**config.mk**
```make
export PLATFORM = sky130hd
export DESIGN_NAME = spm_lane
export DESIGN_NICKNAME = d
export VERILOG_FILES = /design/src/rtl/spm_pkg.sv /design/src/rtl/spm_lane.sv
export SDC_FILE = /design/constraint.sdc
export NUM_CORES = 2
export LEC_CHECK = 0
export ABC_AREA = 1
export ABC_CLOCK_PERIOD_IN_PS = 6800
export BUFFER_PORTS_ARGS = -buffer_cell sky130_fd_sc_hd__buf_2
export CELL_PAD_IN_SITES_DETAIL_PLACEMENT = 1
export CELL_PAD_IN_SITES_GLOBAL_PLACEMENT = 1
export CORE_ASPECT_RATIO = 1.1
export CORE_MARGIN = 1
export CORE_UTILIZATION = 46
export CTS_CLUSTER_DIAMETER = 30
export DETAILED_ROUTE_END_ITERATION = 7
export HOLD_SLACK_MARGIN = 0.03
export MAX_ROUTING_LAYER = met4
export PLACE_DENSITY = 0.84
export SYNTH_ARGS = -nofsm -noshare
export SYNTH_HDL_FRONTEND = slang
export SYNTH_SLANG_ARGS = --single-unit
```
**constraint.sdc**
```tcl
create_clock -name i_clk -period 6.8 [get_ports i_clk]
set_input_delay 0.34 -clock i_clk [delete_from_list [all_inputs] [get_ports i_clk]]
set_output_delay 0.34 -clock i_clk [all_outputs]
set_load 0.02 [all_outputs]
```
**src/rtl/spm_pkg.sv**
```systemverilog
// ---------------------------------------------------------------------------
// spm_pkg: shared constants and types for the stereo pan mixer
// Widths of samples, gains and sums, and the configuration register indexes.
// ---------------------------------------------------------------------------
package spm_pkg;

    localparam int NUM_SOURCES = 4;
    localparam int SAMPLE_BITS = 16;
    localparam int GAIN_BITS   = 16;               // Q4.12 volume, master; Q1.15 pan
    localparam int OUT_BITS    = 24;
    localparam int GAIN_FRAC   = 12;
    localparam int PAN_FRAC    = 15;

    localparam logic [GAIN_BITS-1:0] PAN_ONE = GAIN_BITS'(32768);

    // gain after master scaling: (16 x 16) >> 12
    localparam int GM_BITS  = 2 * GAIN_BITS - GAIN_FRAC;
    // signed sample times zero-extended gain
    localparam int PROD_W   = SAMPLE_BITS + GM_BITS + 1;
    localparam int TERM_W   = PROD_W - GAIN_FRAC;
    localparam int SUM_W    = TERM_W + $clog2(NUM_SOURCES) + 1;
    localparam int ACC_W    = (SUM_W > OUT_BITS + 1) ? SUM_W : OUT_BITS + 1;

    // stages inside one lane before the merge stage
    localparam int LANE_STAGES = 3;

    localparam int CFG_DATA_W = 64;
    localparam int CFG_ADDR_W = 5;

    typedef enum logic [1:0] {
        REG_VOLUME = 2'd0,
        REG_PAN    = 2'd1,
        REG_MASTER = 2'd2,
        REG_MODE   = 2'd3
    } t_reg_idx;

    typedef logic signed [SAMPLE_BITS-1:0] t_sample;
    typedef logic signed [TERM_W-1:0]      t_term;

endpackage

```
**src/rtl/spm_lane.sv**
```systemverilog
// ---------------------------------------------------------------------------
// spm_lane: per-source gain and scaling lane
// Derives left and right gains from volume, pan and master, then scales the
// source's samples. Three register stages, all advanced by one enable.
// ---------------------------------------------------------------------------
module spm_lane (
    input  logic                                i_clk,
    input  logic                                i_en,
    input  logic [spm_pkg::GAIN_BITS-1:0]       i_vol,
    input  logic [spm_pkg::GAIN_BITS-1:0]       i_pan,
    input  logic [spm_pkg::GAIN_BITS-1:0]       i_master,
    input  spm_pkg::t_sample                    i_left,
    input  spm_pkg::t_sample                    i_right,
    output spm_pkg::t_term                      o_term_l,
    output spm_pkg::t_term                      o_term_r
);

    localparam int GB = spm_pkg::GAIN_BITS;
    localparam int GM = spm_pkg::GM_BITS;
    localparam int PW = spm_pkg::PROD_W;

    logic [GB-1:0]      pan_sat;
    logic [GB-1:0]      pan_inv;
    logic [2*GB-1:0]    prod_l1;
    logic [2*GB-1:0]    prod_r1;
    logic [2*GB-1:0]    prod_l2;
    logic [2*GB-1:0]    prod_r2;
    logic signed [PW-1:0] prod_l3;
    logic signed [PW-1:0] prod_r3;

    logic [GB-1:0]      r_gl;
    logic [GB-1:0]      r_gr;
    spm_pkg::t_sample   r_left1;
    spm_pkg::t_sample   r_right1;
    logic [GM-1:0]      r_glm;
    logic [GM-1:0]      r_grm;
    spm_pkg::t_sample   r_left2;
    spm_pkg::t_sample   r_right2;
    spm_pkg::t_term     r_term_l;
    spm_pkg::t_term     r_term_r;

    // stage 1: pan split
    always_comb begin
        pan_sat = (i_pan > spm_pkg::PAN_ONE) ? spm_pkg::PAN_ONE : i_pan;
        pan_inv = spm_pkg::PAN_ONE - pan_sat;
        prod_l1 = (2*GB)'(i_vol) * (2*GB)'(pan_inv);
        prod_r1 = (2*GB)'(i_vol) * (2*GB)'(pan_sat);
    end

    // stage 2: master gain
    always_comb begin
        prod_l2 = (2*GB)'(r_gl) * (2*GB)'(i_master);
        prod_r2 = (2*GB)'(r_gr) * (2*GB)'(i_master);
    end

    // stage 3: sample scaling, floor by arithmetic shift
    always_comb begin
        prod_l3 = PW'(r_left2)  * PW'($signed({1'b0, r_glm}));
        prod_r3 = PW'(r_right2) * PW'($signed({1'b0, r_grm}));
    end

    always_ff @(posedge i_clk) begin
        if (i_en) begin
            r_gl     <= prod_l1[spm_pkg::PAN_FRAC +: GB];
            r_gr     <= prod_r1[spm_pkg::PAN_FRAC +: GB];
            r_left1  <= i_left;
            r_right1 <= i_right;
            r_glm    <= prod_l2[spm_pkg::GAIN_FRAC +: GM];
            r_grm    <= prod_r2[spm_pkg::GAIN_FRAC +: GM];
            r_left2  <= r_left1;
            r_right2 <= r_right1;
            r_term_l <= prod_l3[PW-1:spm_pkg::GAIN_FRAC];
            r_term_r <= prod_r3[PW-1:spm_pkg::GAIN_FRAC];
        end
    end

    assign o_term_l = r_term_l;
    assign o_term_r = r_term_r;

endmodule

```
==> reports/metrics.yaml <==
status:
  run_status: "finished, final reports clean"
synthesis:
  yosysTopAreaCellShare: 0.4101
  synth_area_per_cell_um2: 8.113
  synth.lib_cells_used.distinct: 53
  synth_common_cells: "2,142 x inv_1, 1,852 x nand2_1, 1,268 x fa_1"
  ys_warn_count: 0
  synthesis.area_mm2: 0.06190
  synth_nets: 9630
  yosys.cell_count.top_type: "inv_1"
  ys_dominant_reg_cell: "edfxtp_1"
  yosysTopAreaCell: "fa_1"
  ys_async_sr_fraction: 0
  synth_seq_area_share: 0.09024
  synth_cells: 7629
  ys_ff_latch: 186
  number_of_enable_flip_flop_cells_after_synthesis: 186
  synth.top_cells.by_area: "fa_1 41%, ha_1 13%, inv_1 13%"
sta:
  maxClockFrequency_mhz: 151.5
  maxSlewHeadroom: 0.3530
  clock_skew_ps: 16.87
  report.final.hold_viol_count: 0
  setup_viol: 0
  period_share: 0.9708
  worst_hold_slack_ps: 291.4
  setup-tns-final_ps: 0
  grt_setup_unrepaired: "true"
  worst_slew_pin_slew_ps: 970.5
  layout_min_cycle_time_ps: 6602
  timing.final.max_slew_violations: 0
floorplanning:
  ioPinCount: 132
  die-height_um: 386.7
  fp.dieW_um: 351.7
  fp.coreArea_mm2: 0.1330
  starting_utilization_of_the_core_area: 0.4655
  std_cell_rows: 140
  floorplan.die_area_mm2: 0.1360
cts:
  cts.path.max_buffers: 2
  clock_tree.htree_level_count: 4
  tritoncts: "built"
  clock_sink_count: 186
  clk_pin_slew_ps: 80
  cts-buffers-inserted: 17
  worstSkewPairLatency_ps: 540
  cts_root_buffer: "clkbuf_16"
setup_path:
  timing.setup.critical_path_class: "register to register"
  flop2flop_setup_slack_ps: 200
  biggest_fanout_along_the_worst_timing_path: 14
  worstSetupEndpointType: "register"
  reg_to_reg_critical_path_startpoint: "r_left2[10]$_DFFE_PP_"
  start_kind: "register"
  critical_path.reg2reg.endpoint: "o_term_l[23]$_DFFE_PP_"
  worstPathRequired_ps: 7100
  arrival_ps: 6900
  timing.reg2reg.worst_path_depth: 23
global_routing:
  first_pass_grt_wire_length_mm: 313.4
  grt_busiest_layer: "met2"
  met3_usage_in_global_routing: 0.03774
  global_route.overflow_total: 0
  grt_max_degree: 74
  grt_pass1_vias: 59795
  grt_use_met1: 0.3293
  groute.layer.met2.usage: 0.5475
  number_of_antenna_violations_at_the_first_check_in_global_routing: 8
  global_route.usage.total: 0.3045
route:
  route.vias.total: 50538
  drt_first_iter_violations: 2591
  detail-route-antenna-nets: 0
  route.detailed.vias_per_inst: 5.240
  wl_per_cell_um: 20.17
  number_of_iterations_in_the_first_detailed_routing_pass: 5
  route.detailed.drc: 0
  wl_mm: 194.5
placement:
  port_buffers: 131
  post-place-cells: 9558
  place_hpwl_mm: 166.7
  globalplace.congestion: 0.9318
worst_hold_path:
  holdPathEnd: "r_left1[13]$_DFFE_PP_"
  hold_path.startpoint: "i_en"
  hold_crit_class: "primary input to register"
  holdPathStages: 1
layout:
  final_layout_size_suffix_gt1_frac: 0.07782
  final_cell_count_no_fill: 9644
  area.growth.synth_to_final_pct: 8.676
  nets: 9852
run:
  maxCapViolCount: 0
## stage by stage
step                      instance area (µm²)  setup slack (ps)  utilization
final                                   67270             198.5       0.5059
after floorplan                         61900             15.54            -
after detailed placement                66130            -304.3       0.4974
after CTS                               67040             168.4       0.5043
after global placement                  66130            -130.6       0.4974
after global routing                    67270            -10.02       0.5059
## registers in the layout (all words and copies together), names as in the netlist
name / count
o_term_l: 25
o_term_r: 25
r_gl: 16
r_glm: 20
r_gr: 16
r_grm: 20
r_left1: 16
r_left2: 16
r_right1: 16
r_right2: 16
## what timing repair did
item	CTS	global route
hold buffers	32	0
buffers inserted	0	17
endpoints found under the hold margin	32	0
endpoints found under the setup margin	0	17
gates resized for setup	0	13
## how the worst max path moves through the flow
stage / to / from / slack, ps / cells past startpoint
4_1_cts: o_term_l[23]$_DFFE_PP_ / r_glm[7]$_DFFE_PP_ / 170 / 22
2_1_floorplan: r_gl[13]$_DFFE_PP_ / i_pan[15] / 20 / 38
3_5_place_dp: r_gl[13]$_DFFE_PP_ / i_pan[15] / -300 / 35
3_3_place_gp: r_gl[13]$_DFFE_PP_ / i_pan[15] / -130 / 35
5_1_grt: o_term_r[12]$_DFFE_PP_ / r_grm[4]$_DFFE_PP_ / -10 / 20
6_report: o_term_l[23]$_DFFE_PP_ / r_left2[10]$_DFFE_PP_ / 200 / 23
## cell usage in the layout, fill, tap and decap left out, drive strengths merged, types with 34 or more instances in the layout
cell type	instances
inv	2170
nand2	1873
fa	1268
ha	651
buf	467
nor2	392
a21oi	209
edfxtp	186
nand3	129
o21ai	111
xor2	81
xnor2	36
nor3	36
or2	34
## metal layers
layer	share of wire	up-vias
met2	0.53	1473
met5	0	-
li1	-	22572
met4	0.051	0
met1	0.37	25879
met3	0.046	614
## worst max-delay path: stages (launching register included)
cell,delay (ps)
edfxtp_1,750
buf_4,340
nand2_1,70
inv_1,80
fa_1,470
fa_1,540
inv_1,80
fa_1,560
inv_1,60
fa_1,470
inv_1,50
fa_1,490
inv_1,50
fa_1,500
ha_1,400
nand2_1,130
nor2_1,220
nand2_1,100
o21ai_0,450
nand3_1,130
nand2_1,170
nand2_1,100
nand3_1,80
nand2_1,60
## cell type report
class / count / area, µm²
timing repair buffer: 500 / 3672
fill: 16312 / 65690
tap: 1775 / 2221
antenna: 5 / 12.51
multi-input combinational: 4977 / 47040
clock buffer: 17 / 425.4
inverter: 2169 / 8148
clock inverter: 15 / 161.4
sequential: 186 / 5585
## logic make-up after synthesis
| kind of cell | share of synthesized area |
|---|---|
| buffers and inverters | 0.1505 |
| AO/OA/AOI/OAI | 0.03905 |
| XOR/XNOR | 0.01668 |
| adder cells (fa/ha/maj) | 0.5417 |
| flip-flops | 0.09024 |
| AND/OR/NAND/NOR | 0.1618 |
Power is not shown: default switching activity piles up to over one toggle a cycle in this logic, so the estimate is an artifact.
