## config.mk

```make
export PLATFORM = sky130hd
export DESIGN_NAME = spm_merge
export DESIGN_NICKNAME = d
export VERILOG_FILES = /design/src/rtl/spm_pkg.sv /design/src/rtl/spm_merge.sv
export SDC_FILE = /design/constraint.sdc
export NUM_CORES = 1
export LEC_CHECK = 0
export ABC_CLOCK_PERIOD_IN_PS = 4200
export BUFFER_PORTS_ARGS = -buffer_cell sky130_fd_sc_hd__buf_2
export CAP_MARGIN = 20
export CORE_AREA = 3 3 132 134
export DETAILED_ROUTE_END_ITERATION = 10
export DIE_AREA = 0 0 135 137
export GPL_TIMING_DRIVEN = 0
export HOLD_SLACK_MARGIN = 0.02
export MAX_ROUTING_LAYER = met4
export PLACE_DENSITY = 0.79
export SYNTH_ARGS = -nofsm -noshare
export SYNTH_HDL_FRONTEND = slang
export SYNTH_SLANG_ARGS = --single-unit
```

## constraint.sdc

```tcl
create_clock -name i_clk -period 4.2 [get_ports i_clk]
set_input_delay 0.63 -clock i_clk [delete_from_list [all_inputs] [get_ports i_clk]]
set_output_delay 0.63 -clock i_clk [all_outputs]
set_load 0.005 [all_outputs]
```

## src/rtl/spm_pkg.sv

```systemverilog
// ---------------------------------------------------------------------------
// spm_pkg: shared constants and types for the stereo pan mixer
// Widths of samples, gains and sums, and the configuration register indexes.
// ---------------------------------------------------------------------------
package spm_pkg;

    localparam int NUM_SOURCES = 4;
    localparam int SAMPLE_BITS = 16;
    localparam int GAIN_BITS   = 16;               // Q4.12 volume, master; Q1.15 pan
    localparam int OUT_BITS    = 24;
    localparam int GAIN_FRAC   = 12;
    localparam int PAN_FRAC    = 15;

    localparam logic [GAIN_BITS-1:0] PAN_ONE = GAIN_BITS'(32768);

    // gain after master scaling: (16 x 16) >> 12
    localparam int GM_BITS  = 2 * GAIN_BITS - GAIN_FRAC;
    // signed sample times zero-extended gain
    localparam int PROD_W   = SAMPLE_BITS + GM_BITS + 1;
    localparam int TERM_W   = PROD_W - GAIN_FRAC;
    localparam int SUM_W    = TERM_W + $clog2(NUM_SOURCES) + 1;
    localparam int ACC_W    = (SUM_W > OUT_BITS + 1) ? SUM_W : OUT_BITS + 1;

    // stages inside one lane before the merge stage
    localparam int LANE_STAGES = 3;

    localparam int CFG_DATA_W = 64;
    localparam int CFG_ADDR_W = 5;

    typedef enum logic [1:0] {
        REG_VOLUME = 2'd0,
        REG_PAN    = 2'd1,
        REG_MASTER = 2'd2,
        REG_MODE   = 2'd3
    } t_reg_idx;

    typedef logic signed [SAMPLE_BITS-1:0] t_sample;
    typedef logic signed [TERM_W-1:0]      t_term;

endpackage

```

## src/rtl/spm_merge.sv

```systemverilog
// ---------------------------------------------------------------------------
// spm_merge: lane sum and saturation
// Adds the per-source terms, saturates to the output width and holds the
// result in the output register until the transfer completes.
// ---------------------------------------------------------------------------
module spm_merge (
    input  logic                                        i_clk,
    input  logic                                        i_rst_n,
    input  logic                                        i_en,
    input  logic                                        i_valid,
    input  logic                                        i_end,
    input  logic                                        i_stereo,
    input  spm_pkg::t_term [spm_pkg::NUM_SOURCES-1:0]   i_term_l,
    input  spm_pkg::t_term [spm_pkg::NUM_SOURCES-1:0]   i_term_r,
    output logic                                        o_valid,
    output logic                                        o_end,
    output logic signed [spm_pkg::OUT_BITS-1:0]         o_mix_left,
    output logic signed [spm_pkg::OUT_BITS-1:0]         o_mix_right
);

    localparam int AW = spm_pkg::ACC_W;
    localparam int OB = spm_pkg::OUT_BITS;

    localparam logic signed [OB-1:0] OUT_MAX = {1'b0, {(OB-1){1'b1}}};
    localparam logic signed [OB-1:0] OUT_MIN = {1'b1, {(OB-1){1'b0}}};

    logic signed [AW-1:0] sum_l;
    logic signed [AW-1:0] sum_r;
    logic signed [OB-1:0] sat_l;
    logic signed [OB-1:0] sat_r;

    logic                 r_valid;
    logic                 r_end;
    logic signed [OB-1:0] r_mix_left;
    logic signed [OB-1:0] r_mix_right;

    function automatic logic signed [OB-1:0] sat_out(input logic signed [AW-1:0] v);
        logic fits;
        fits = (v[AW-1:OB-1] == {(AW-OB+1){1'b0}}) || (v[AW-1:OB-1] == {(AW-OB+1){1'b1}});
        if (fits) begin
            return v[OB-1:0];
        end else if (v[AW-1]) begin
            return OUT_MIN;
        end else begin
            return OUT_MAX;
        end
    endfunction

    always_comb begin
        sum_l = '0;
        sum_r = '0;
        for (int s = 0; s < spm_pkg::NUM_SOURCES; s++) begin
            sum_l = sum_l + AW'(i_term_l[s]);
            sum_r = sum_r + AW'(i_term_r[s]);
        end
        sat_l = sat_out(sum_l);
        // mono: right side drops out
        sat_r = i_stereo ? sat_out(sum_r) : '0;
    end

    always_ff @(posedge i_clk) begin
        if (!i_rst_n) begin
            r_valid <= 1'b0;
        end else if (i_en) begin
            r_valid <= i_valid;
        end
    end

    always_ff @(posedge i_clk) begin
        if (i_en) begin
            r_end       <= i_end;
            r_mix_left  <= sat_l;
            r_mix_right <= sat_r;
        end
    end

    assign o_valid     = r_valid;
    assign o_end       = r_end;
    assign o_mix_left  = r_mix_left;
    assign o_mix_right = r_mix_right;

endmodule

```

==> impl_metrics.yaml, run 1 <==
run_status:
  status: "complete, but fails checks"
  failed_checks: "negative setup slack"
synthesis:
  netlist_instances: 875
  synth_top_family_by_area: "adder cells"
  synthAdderAreaFrac: 0.3469
  synth.most_common_cell: "inv_1"
  yosysTopAreaCellShare: 0.2607
  synth_xor_area_frac: 0.04903
  yosysTopAreaCell: "fa_1"
  muxShareOfSynthArea: 0.001278
  syn_area_per_cell_um2: 8.953
  yosys.area_share.simple: 0.07555
  synth_area_leaders: "fa_1 26%, edfxtp_1 19%, inv_1 15%"
  yosys_warnings: 0
  synth_compound_area_frac: 0.1787
  synth_seq_area_share: 0.1904
  synth_ff_type: "edfxtp_1"
  async_flop_share: 0
  synth_edf_count: 49
  synthDistinctLibCells: 70
  synth_commonest_cells: "304 x inv_1, 102 x fa_1, 59 x a21o_1, 54 x ha_1, 49 x edfxtp_1"
  synth_seq_cells: 50
  synthesis.nets: 1237
  syn_area_um2: 7834
critical_path:
  critPathKind: "in -> reg"
  required_ns: 4.36
  cp-end-kind: "flop"
  timing.rr.end: "o_valid$_SDFFE_PN0P_"
  cp_max_fo: 5
  worstSetupStartpointType: "input pin"
  rr_startpoint: "o_valid$_SDFFE_PN0P_"
  arrival_ns: 4.63
  reg2regPathDepth: 2
  ff2ff_setup_slack_ns: 3.60
timing:
  skew_ns: 0
  finalSetupViolCount: 45
  finalHoldViolCount: 0
  rsz0062_at_grt: "yes"
  tightest_slew_ns: 0.5756
  relSlewSlack: 0.6162
  fin_ws_ns: -0.2725
  period_needed_ns: 4.472
  clock.fmax_mhz: 223.6
  timing.final.crit_share: 1.065
  slew_violations: 0
final_layout:
  synthToLayoutAreaGrowth_pct: 27.41
  drive_gt1_frac: 0.3009
  nNetsFinal: 1521
  final_cells: 1382
  fillers: 1401
  design_area_um2: 9981
power:
  peakVddDrop_mv: 0.2248
  p_int_mw: 2.841
  combPwrFrac: 0.718
  p_sw_mw: 2.166
  power_frac_seq: 0.187
  pwr-share-clk: 0.095
  leakage_nw: 5.578
  p_per_area_nw_per_um2: 501.7
  p_sw_frac: 0.4326
clocking:
  clk_pin_slew_ns: 0.07
  cts_buffers: 5
  clock_sinks: 50
  clk_path_buf_depth: 2
  root_buffer: "clkbuf_16"
  cts_tree: "done"
  clk_latency_ns: 0.30
  htreeDepth: 2
  cts_hold_buffers: 0
floorplanning:
  start_util: 0.4775
  die_w_um: 135
  io_pins: 256
  rows: 47
  die_height_um: 137
  core_area_um2: 16410
  die_area_um2: 18500
placed_design:
  post_dp_cell_area_um2: 9445
  place_ws_ns: -0.8645
  routabilityCongestion: 0.8690
  dp_hpwl_um: 15270
  io_buffers: 255
  placedCellCount: 1351
routing:
  routed_wl_um: 18370
  dr.pass1.iters: 5
  drt_iter0_markers: 294
  routedWlPerCell_um: 13.29
  vias: 6719
  viasPerCell: 4.862
  ant_nets: 0
  drc: 0
worst_hold_path:
  whs_endpoint: "o_end$_DFFE_PP_"
  hold_path.startpoint: "i_end"
  hp-class: "in -> reg"
  holdPathStages: 1
grt:
  gr-total-overflow: 0
  grt_antenna_before_repair: 0
  grt_pass1_wl_um: 29010
  grtUsageTotal: 0.1991
  grt_pass1_vias: 6459
  grt_max_degree: 32
job:
  max_cap_violations: 0
[worst max-delay path by stage]
stage / startpoint / to / slack, ns / cells after the start
after floorplan: i_term_l[1] / o_mix_left[19]$_DFFE_PP_ / -0.08 / 17
after global placement: i_term_r[1] / o_mix_right[19]$_SDFFCE_PN0P_ / -0.78 / 18
after detailed placement: i_term_r[1] / o_mix_right[14]$_SDFFCE_PN0P_ / -0.86 / 18
after CTS: i_term_r[51] / o_mix_right[7]$_SDFFCE_PN0P_ / -0.35 / 19
after global routing: i_term_r[51] / o_mix_right[7]$_SDFFCE_PN0P_ / -0.38 / 19
final: i_term_r[51] / o_mix_right[7]$_SDFFCE_PN0P_ / -0.27 / 19
[worst max-delay path: stages]
cell and delay (ns):
buf_6 0.08, inv_4 0.03, fa_2 0.60, inv_2 0.04, fa_1 0.49, ha_2 0.19, inv_2 0.04, fa_2 0.38
nor2b_4 0.16, o211ai_4 0.11, a31oi_4 0.19, a2111oi_4 0.10, or2_4 0.28, o32a_1 0.35, a31o_4 0.28, a311oi_4 0.26
buf_6 0.17, buf_6 0.12, a21o_1 0.10
[cells by family (layout without fill, tap and decap cells)]
kind of cell,after synthesis,count (layout)
muxes,1,1
other,0,2
AOI/OAI and AO/OA,187,187
adders and majority gates,156,156
DFF,50,50
and+or+nand+nor,119,119
xor gates and xnor gates,43,43
buffers and inverters,319,604
[what timing repair did]
item	4_1_cts	5_1_grt
resized for setup	31	12
pin swaps	8	9
setup buffers	14	4
gates cloned	3	0
setup endpoints to repair	46	47
[layer usage]
layer | routed length, um | track usage | vias to the layer above
met5 | 0 | - | -
met4 | 406 | 0.06271 | 0
met3 | 1153 | 0.02794 | 27
met2 | 9181 | 0.3396 | 221
met1 | 7627 | 0.2471 | 3163
li1 | - | - | 3308
[cell type report]
class,instances,area [um2],share of cell area
tap,220,275.3,0.02758
buffer,15,111.4,0.01116
sequential,50,1491,0.1494
multi-input combinational,506,5279,0.5289
timing repair buffer,277,1495,0.1498
clock inverter,3,40.04,0.004012
clock buffer,5,125.1,0.01254
antenna,2,5.005,0.0005014
inverter,304,1159,0.1161
[stage by stage]
step / hold WS (ns) / util / setup TNS [ns] / power [mW]
after floorplan: 0.5073 / - / -3.078 / 3.346
after global placement: 0.5067 / 0.5745 / -32.06 / 4.144
after detailed placement: 0.5229 / 0.5757 / -34.79 / 4.220
after CTS: 0.5011 / 0.6018 / -9.067 / 4.957
after global routing: 0.5056 / 0.6080 / -13.45 / 5.457
final: 0.5119 / 0.6083 / -7.578 / 5.007
[power by group through the flow]
stage	Clock [mW]	Combinational, mW	Sequential (mW)
global placement	0	3.20	0.939
CTS	0.496	3.52	0.938
global route	0.510	3.99	0.954
floorplan	0	2.36	0.983
finish	0.476	3.59	0.937
detailed placement	0	3.27	0.948
[sequential cells by signal, indices dropped and copies added (netlist names)]
name         count
o_valid          1
o_end            1
o_mix_left      24
o_mix_right     24
[placed cells by master, fill, tap and decap left out, drive strengths merged, types with 8 or more instances in the layout]
| cell type | count |
|---|---|
| inv | 304 |
| buf | 289 |
| fa | 102 |
| a21o | 59 |
| ha | 54 |
| edfxtp | 49 |
| a21oi | 36 |
| nor2 | 35 |
| xnor2 | 34 |
| nand2 | 28 |
| o21ai | 24 |
| nand3 | 13 |
| nor2b | 11 |
| a31oi | 11 |
| o21a | 9 |
| xor2 | 9 |
| o211ai | 9 |
| a211oi | 9 |
| nor3 | 8 |
| clkbuf | 8 |
Note: power is estimated with default switching activity, not from simulation.
==> run 2: changes to the inputs <==
--- a/config.mk
+++ b/config.mk
@@ -15,6 +15,7 @@
 export HOLD_SLACK_MARGIN = 0.02
 export MAX_ROUTING_LAYER = met4
 export PLACE_DENSITY = 0.79
+export RECOVER_POWER = 25
 export SYNTH_ARGS = -nofsm -noshare
 export SYNTH_HDL_FRONTEND = slang
 export SYNTH_SLANG_ARGS = --single-unit
==> impl_metrics.yaml, run 2 (synthesized netlist as in run 1, its figures left out) <==
power:
  p_int_mw: 2.839
  p_per_area_nw_per_um2: 501.9
  p_sw_frac: 0.4328
  total_power_mw: 5.006
  leakage_nw: 5.570
  power_frac_seq: 0.187
  p_sw_mw: 2.167
  pwr-share-clk: 0.095
  peakVddDrop_mv: 0.2255
  combPwrFrac: 0.718
timing:
  setup_tns_ns: -7.747
  period_needed_ns: 4.473
  slew_violations: 0
  clock.fmax_mhz: 223.5
  timing.final.crit_share: 1.065
  skew_ns: 0
  finalSetupViolCount: 45
  relSlewSlack: 0.08281
  finalHoldViolCount: 0
  tightest_slew_ns: 1.376
  fin_ws_ns: -0.2733
  rsz0062_at_grt: "yes"
floorplanning:
  core_area_um2: 16410
  die_area_um2: 18500
  io_pins: 256
  rows: 47
  start_util: 0.4775
  die_height_um: 137
  die_w_um: 135
run_status:
  failed_checks: "negative setup slack"
  status: "complete, but fails checks"
grt:
  grtUsageTotal: 0.1991
  gr-total-overflow: 0
  grt_max_degree: 32
  grt_pass1_wl_um: 29010
  grt_pass1_vias: 6459
  grt_antenna_before_repair: 0
clocking:
  clock_sinks: 50
  clk_pin_slew_ns: 0.07
  cts_tree: "done"
  root_buffer: "clkbuf_16"
  htreeDepth: 2
  clk_path_buf_depth: 2
  clk_latency_ns: 0.30
  cts_buffers: 5
final_layout:
  fin_util: 0.6079
  synthToLayoutAreaGrowth_pct: 27.33
  final_common_cell: "inv_1"
  final_cell_mix: "296 x inv_1, 253 x buf_2, 99 x fa_1, 59 x a21o_1, 52 x ha_1"
  drive_gt1_frac: 0.2983
  nNetsFinal: 1521
routing:
  vias: 6718
  routedWlPerCell_um: 13.31
  ant_nets: 0
  routed_wl_um: 18380
  dr.pass1.iters: 5
  drc: 0
  viasPerCell: 4.865
  drt_iter0_markers: 293
placed_design:
  dp_hpwl_um: 15270
  io_buffers: 255
  routabilityCongestion: 0.8690
critical_path:
  cp-end-kind: "flop"
  worstSetupStartpointType: "input pin"
  cp_max_fo: 5
  arrival_ns: 4.63
  required_ns: 4.36
  critPathKind: "in -> reg"
job:
  max_cap_violations: 0
worst_hold_path:
  hp-class: "in -> reg"
-- run 2: layout make-up --
type,count,area (um2)
Antenna cell,1,2.502
Clock inverter,3,40.04
Clock buffer,5,125.1
Tap cell,220,275.3
Buffer,15,111.4
Sequential cell,50,1491
Inverter,304,1159
Timing Repair Buffer,277,1491
Multi-Input combinational cell,506,5279
Fill cell,1401,6432
-- run 2: worst max-delay path, cell delays in order --
cell and delay (ns):
buf_6 0.08, inv_4 0.03, fa_2 0.60, inv_2 0.04, fa_1 0.49, ha_2 0.19, inv_2 0.04, fa_2 0.38
nor2b_4 0.16, o211ai_4 0.11, a31oi_4 0.19, a2111oi_4 0.10, or2_4 0.28, o32a_1 0.35, a31o_4 0.28, a311oi_4 0.26
buf_6 0.17, buf_6 0.12, a21o_1 0.10
-- run 2: per-layer routing --
metal,GRT usage,share of wire
met4,0.06271,0.022
met5,-,0
met3,0.02794,0.066
met1,0.2471,0.41
met2,0.3396,0.50
-- run 2: path summary, 6_finish.rpt --
kind / slack [ns] / to / start / cells past startpoint
hold reg to reg: 0.54 / o_valid$_SDFFE_PN0P_ / o_valid$_SDFFE_PN0P_ / 2
hold / removal: 0.51 / o_end$_DFFE_PP_ / i_end / 1
setup reg to reg: 3.59 / o_valid$_SDFFE_PN0P_ / o_valid$_SDFFE_PN0P_ / 2
setup / recovery: -0.27 / o_mix_right[7]$_SDFFCE_PN0P_ / i_term_r[51] / 19
-- run 2: repair_timing --
action,4_1_cts,5_1_grt
endpoints found under the setup margin,46,47
hold buffers,0,0
gates resized for setup,31,12
hold endpoints to repair,0,0
pin swaps,8,9
cloned,3,0
buffers inserted,14,4
-- run 2: stage by stage --
step	worst slack [ns]	hold slack, ns	instance area, um2	cells
final	-0.2733	0.5123	9975	1381
after global routing	-0.3792	0.5056	9972	1380
after CTS	-0.3509	0.5011	9874	1376
after detailed placement	-0.8645	0.5229	9445	1351
after global placement	-0.7796	0.5067	9425	1350
after floorplan	-0.08424	0.5073	7874	875
-- run 2: power groups by stage --
stage / Clock (mW) / Combinational [mW] / Sequential (mW)
floorplan: 0 / 2.36 / 0.983
global placement: 0 / 3.20 / 0.939
detailed placement: 0 / 3.27 / 0.948
CTS: 0.496 / 3.52 / 0.938
global route: 0.510 / 3.99 / 0.955
finish: 0.476 / 3.59 / 0.938
==> run 3: changes to the inputs <==
--- a/config.mk
+++ b/config.mk
@@ -8,13 +8,15 @@
 export ABC_CLOCK_PERIOD_IN_PS = 4200
 export BUFFER_PORTS_ARGS = -buffer_cell sky130_fd_sc_hd__buf_2
 export CAP_MARGIN = 20
-export CORE_AREA = 3 3 132 134
+export CELL_PAD_IN_SITES_DETAIL_PLACEMENT = 1
+export CELL_PAD_IN_SITES_GLOBAL_PLACEMENT = 1
+export CORE_AREA = 3 3 154 156
 export DETAILED_ROUTE_END_ITERATION = 10
-export DIE_AREA = 0 0 135 137
+export DIE_AREA = 0 0 157 159
 export GPL_TIMING_DRIVEN = 0
 export HOLD_SLACK_MARGIN = 0.02
 export MAX_ROUTING_LAYER = met4
-export PLACE_DENSITY = 0.79
+export PLACE_DENSITY_LB_ADDON = 0.1
 export RECOVER_POWER = 25
 export SYNTH_ARGS = -nofsm -noshare
 export SYNTH_HDL_FRONTEND = slang
==> impl_metrics.yaml, run 3 (synthesized netlist as in run 1, its figures left out) <==
run_status:
  status: "complete, but fails checks"
  failed_checks: "max-capacitance violations, max-slew violations, negative setup slack"
placed_design:
  routabilityCongestion: 0.7855
  dp_hpwl_um: 16600
  post_dp_cell_area_um2: 9527
  io_buffers: 255
power:
  pwr-share-clk: 0.083
  combPwrFrac: 0.733
  peakVddDrop_mv: 0.2354
  p_per_area_nw_per_um2: 505.3
  leakage_nw: 5.616
  total_power_mw: 5.137
  p_sw_mw: 2.254
  p_int_mw: 2.883
  power_frac_seq: 0.184
  p_sw_frac: 0.4387
grt:
  grt_pass1_vias: 7037
  gr-total-overflow: 0
  grt_max_degree: 27
  grt_antenna_before_repair: 0
  grtUsageTotal: 0.1609
  grt_pass1_wl_um: 32810
critical_path:
  worstPathCellList: "buf_8 > inv_8 > fa_1 > inv_1 > fa_1 > ha_2 > inv_2 > fa_2 > nor2b_4 > o211ai_4 > a31oi_4 > a2111oi_4 > or2_4 > o32a_1 > buf_4 > o41ai_4 > a311oi_4 > buf_6 > buf_6 > a21o_1"
  ff2ff_setup_slack_ns: 3.58
  crit_slowest_cell: "fa_1"
  cp-end-kind: "flop"
  arrival_ns: 4.43
  cp_max_fo: 6
  timing.rr.end: "o_valid$_SDFFE_PN0P_"
  rr_startpoint: "o_valid$_SDFFE_PN0P_"
  path_buf_inv: 7
  cpLargestDelayFamily: "adder cells"
  reg2regPathDepth: 2
  worstSetupStartpointType: "input pin"
  slowest_delay_ns: 0.53
  critPathKind: "in -> reg"
  required_ns: 4.24
  path_depth: 20
routing:
  routedWlPerCell_um: 13.44
  routed_wl_um: 19530
  dr.pass1.iters: 4
  drt_iter0_markers: 149
  ant_nets: 0
  drc: 0
  vias: 6749
  viasPerCell: 4.645
clocking:
  htreeDepth: 2
  clk_pin_slew_ns: 0.08
  clk_latency_ns: 0.29
  clk_path_buf_depth: 2
  cts_buffers: 5
  clock_sinks: 50
  cts_tree: "done"
  root_buffer: "clkbuf_16"
floorplanning:
  die_w_um: 157
  rows: 55
  io_pins: 256
  start_util: 0.3481
  die_height_um: 159
  die_area_um2: 24960
  core_area_um2: 22500
final_layout:
  antenna_cells: 0
  design_area_um2: 10170
  fin_util: 0.4518
  final_common_cell: "inv_1"
  nNetsFinal: 1529
  final_cell_mix: "298 x inv_1, 256 x buf_2, 100 x fa_1, 59 x a21o_1"
  drive_gt1_frac: 0.3057
  synthToLayoutAreaGrowth_pct: 29.79
timing:
  clock.fmax_mhz: 227.8
  fin_ws_ns: -0.1899
  hold_ws_ns: 0.5087
  finalHoldViolCount: 0
  finalSetupViolCount: 46
  timing.final.crit_share: 1.045
  relSlewSlack: -0.1094
  period_needed_ns: 4.390
  tightest_slew_ns: 1.664
  rsz0062_at_grt: "yes"
  setup_tns_ns: -6.534
  slew_violations: 26
  skew_ns: 0
job:
  max_cap_violations: 1
worst_hold_path:
  hold_path.startpoint: "i_end"
  holdPathStages: 1
  whs_endpoint: "o_end$_DFFE_PP_"
  hp-class: "in -> reg"
run 3: metrics by stage:
step,std cells,worst slack (ns)
after global routing,1453,-0.3570
after detailed placement,1416,-0.7994
after global placement,1415,-0.8168
after CTS,1447,-0.2003
final,1453,-0.1899
after floorplan,875,-0.08424
run 3: how the worst max path moves through the flow:
stage,start,to,slack (ns)
after floorplan,i_term_l[1],o_mix_left[19]$_DFFE_PP_,-0.08
after global placement,i_term_r[1],o_mix_right[18]$_SDFFCE_PN0P_,-0.82
after detailed placement,i_term_r[5],o_mix_right[18]$_SDFFCE_PN0P_,-0.80
after CTS,i_term_r[1],o_mix_right[6]$_SDFFCE_PN0P_,-0.20
after global routing,i_term_r[1],o_mix_right[21]$_SDFFCE_PN0P_,-0.36
final,i_term_r[1],o_mix_right[6]$_SDFFCE_PN0P_,-0.19
run 3: area by class of cell:
cell class	instances	area (um2)
Fill cell	2739	12340
Multi-Input combinational cell	506	5299
Tap cell	285	356.6
Clock buffer	5	125.1
Buffer	15	118.9
Sequential cell	50	1491
Inverter	304	1156
Clock inverter	3	28.78
Timing Repair Buffer	285	1592
run 3: metal layers:
layer,routed length (um),up-vias,global-route usage
li1,-,3318,-
met1,9039,3275,0.2185
met2,9559,152,0.2695
met3,896,4,0.02256
met4,34,0,0.009550
met5,0,-,-
run 3: power by group through the flow:
stage               clock, mW  combinational, mW  sequential, mW
detailed placement          0               3.38           0.953
finish                  0.427               3.76           0.945
global placement            0               3.36           0.945
global route            0.461               4.23           0.966
CTS                     0.441               3.73           0.947
floorplan                   0               2.36           0.983
run 3: timing repair:
action,4_1_cts,5_1_grt
gates cloned,5,0
pin swaps,9,5
setup buffers,18,6
gates resized for setup,39,12
hold buffers,0,0
endpoints found under the setup margin,46,47
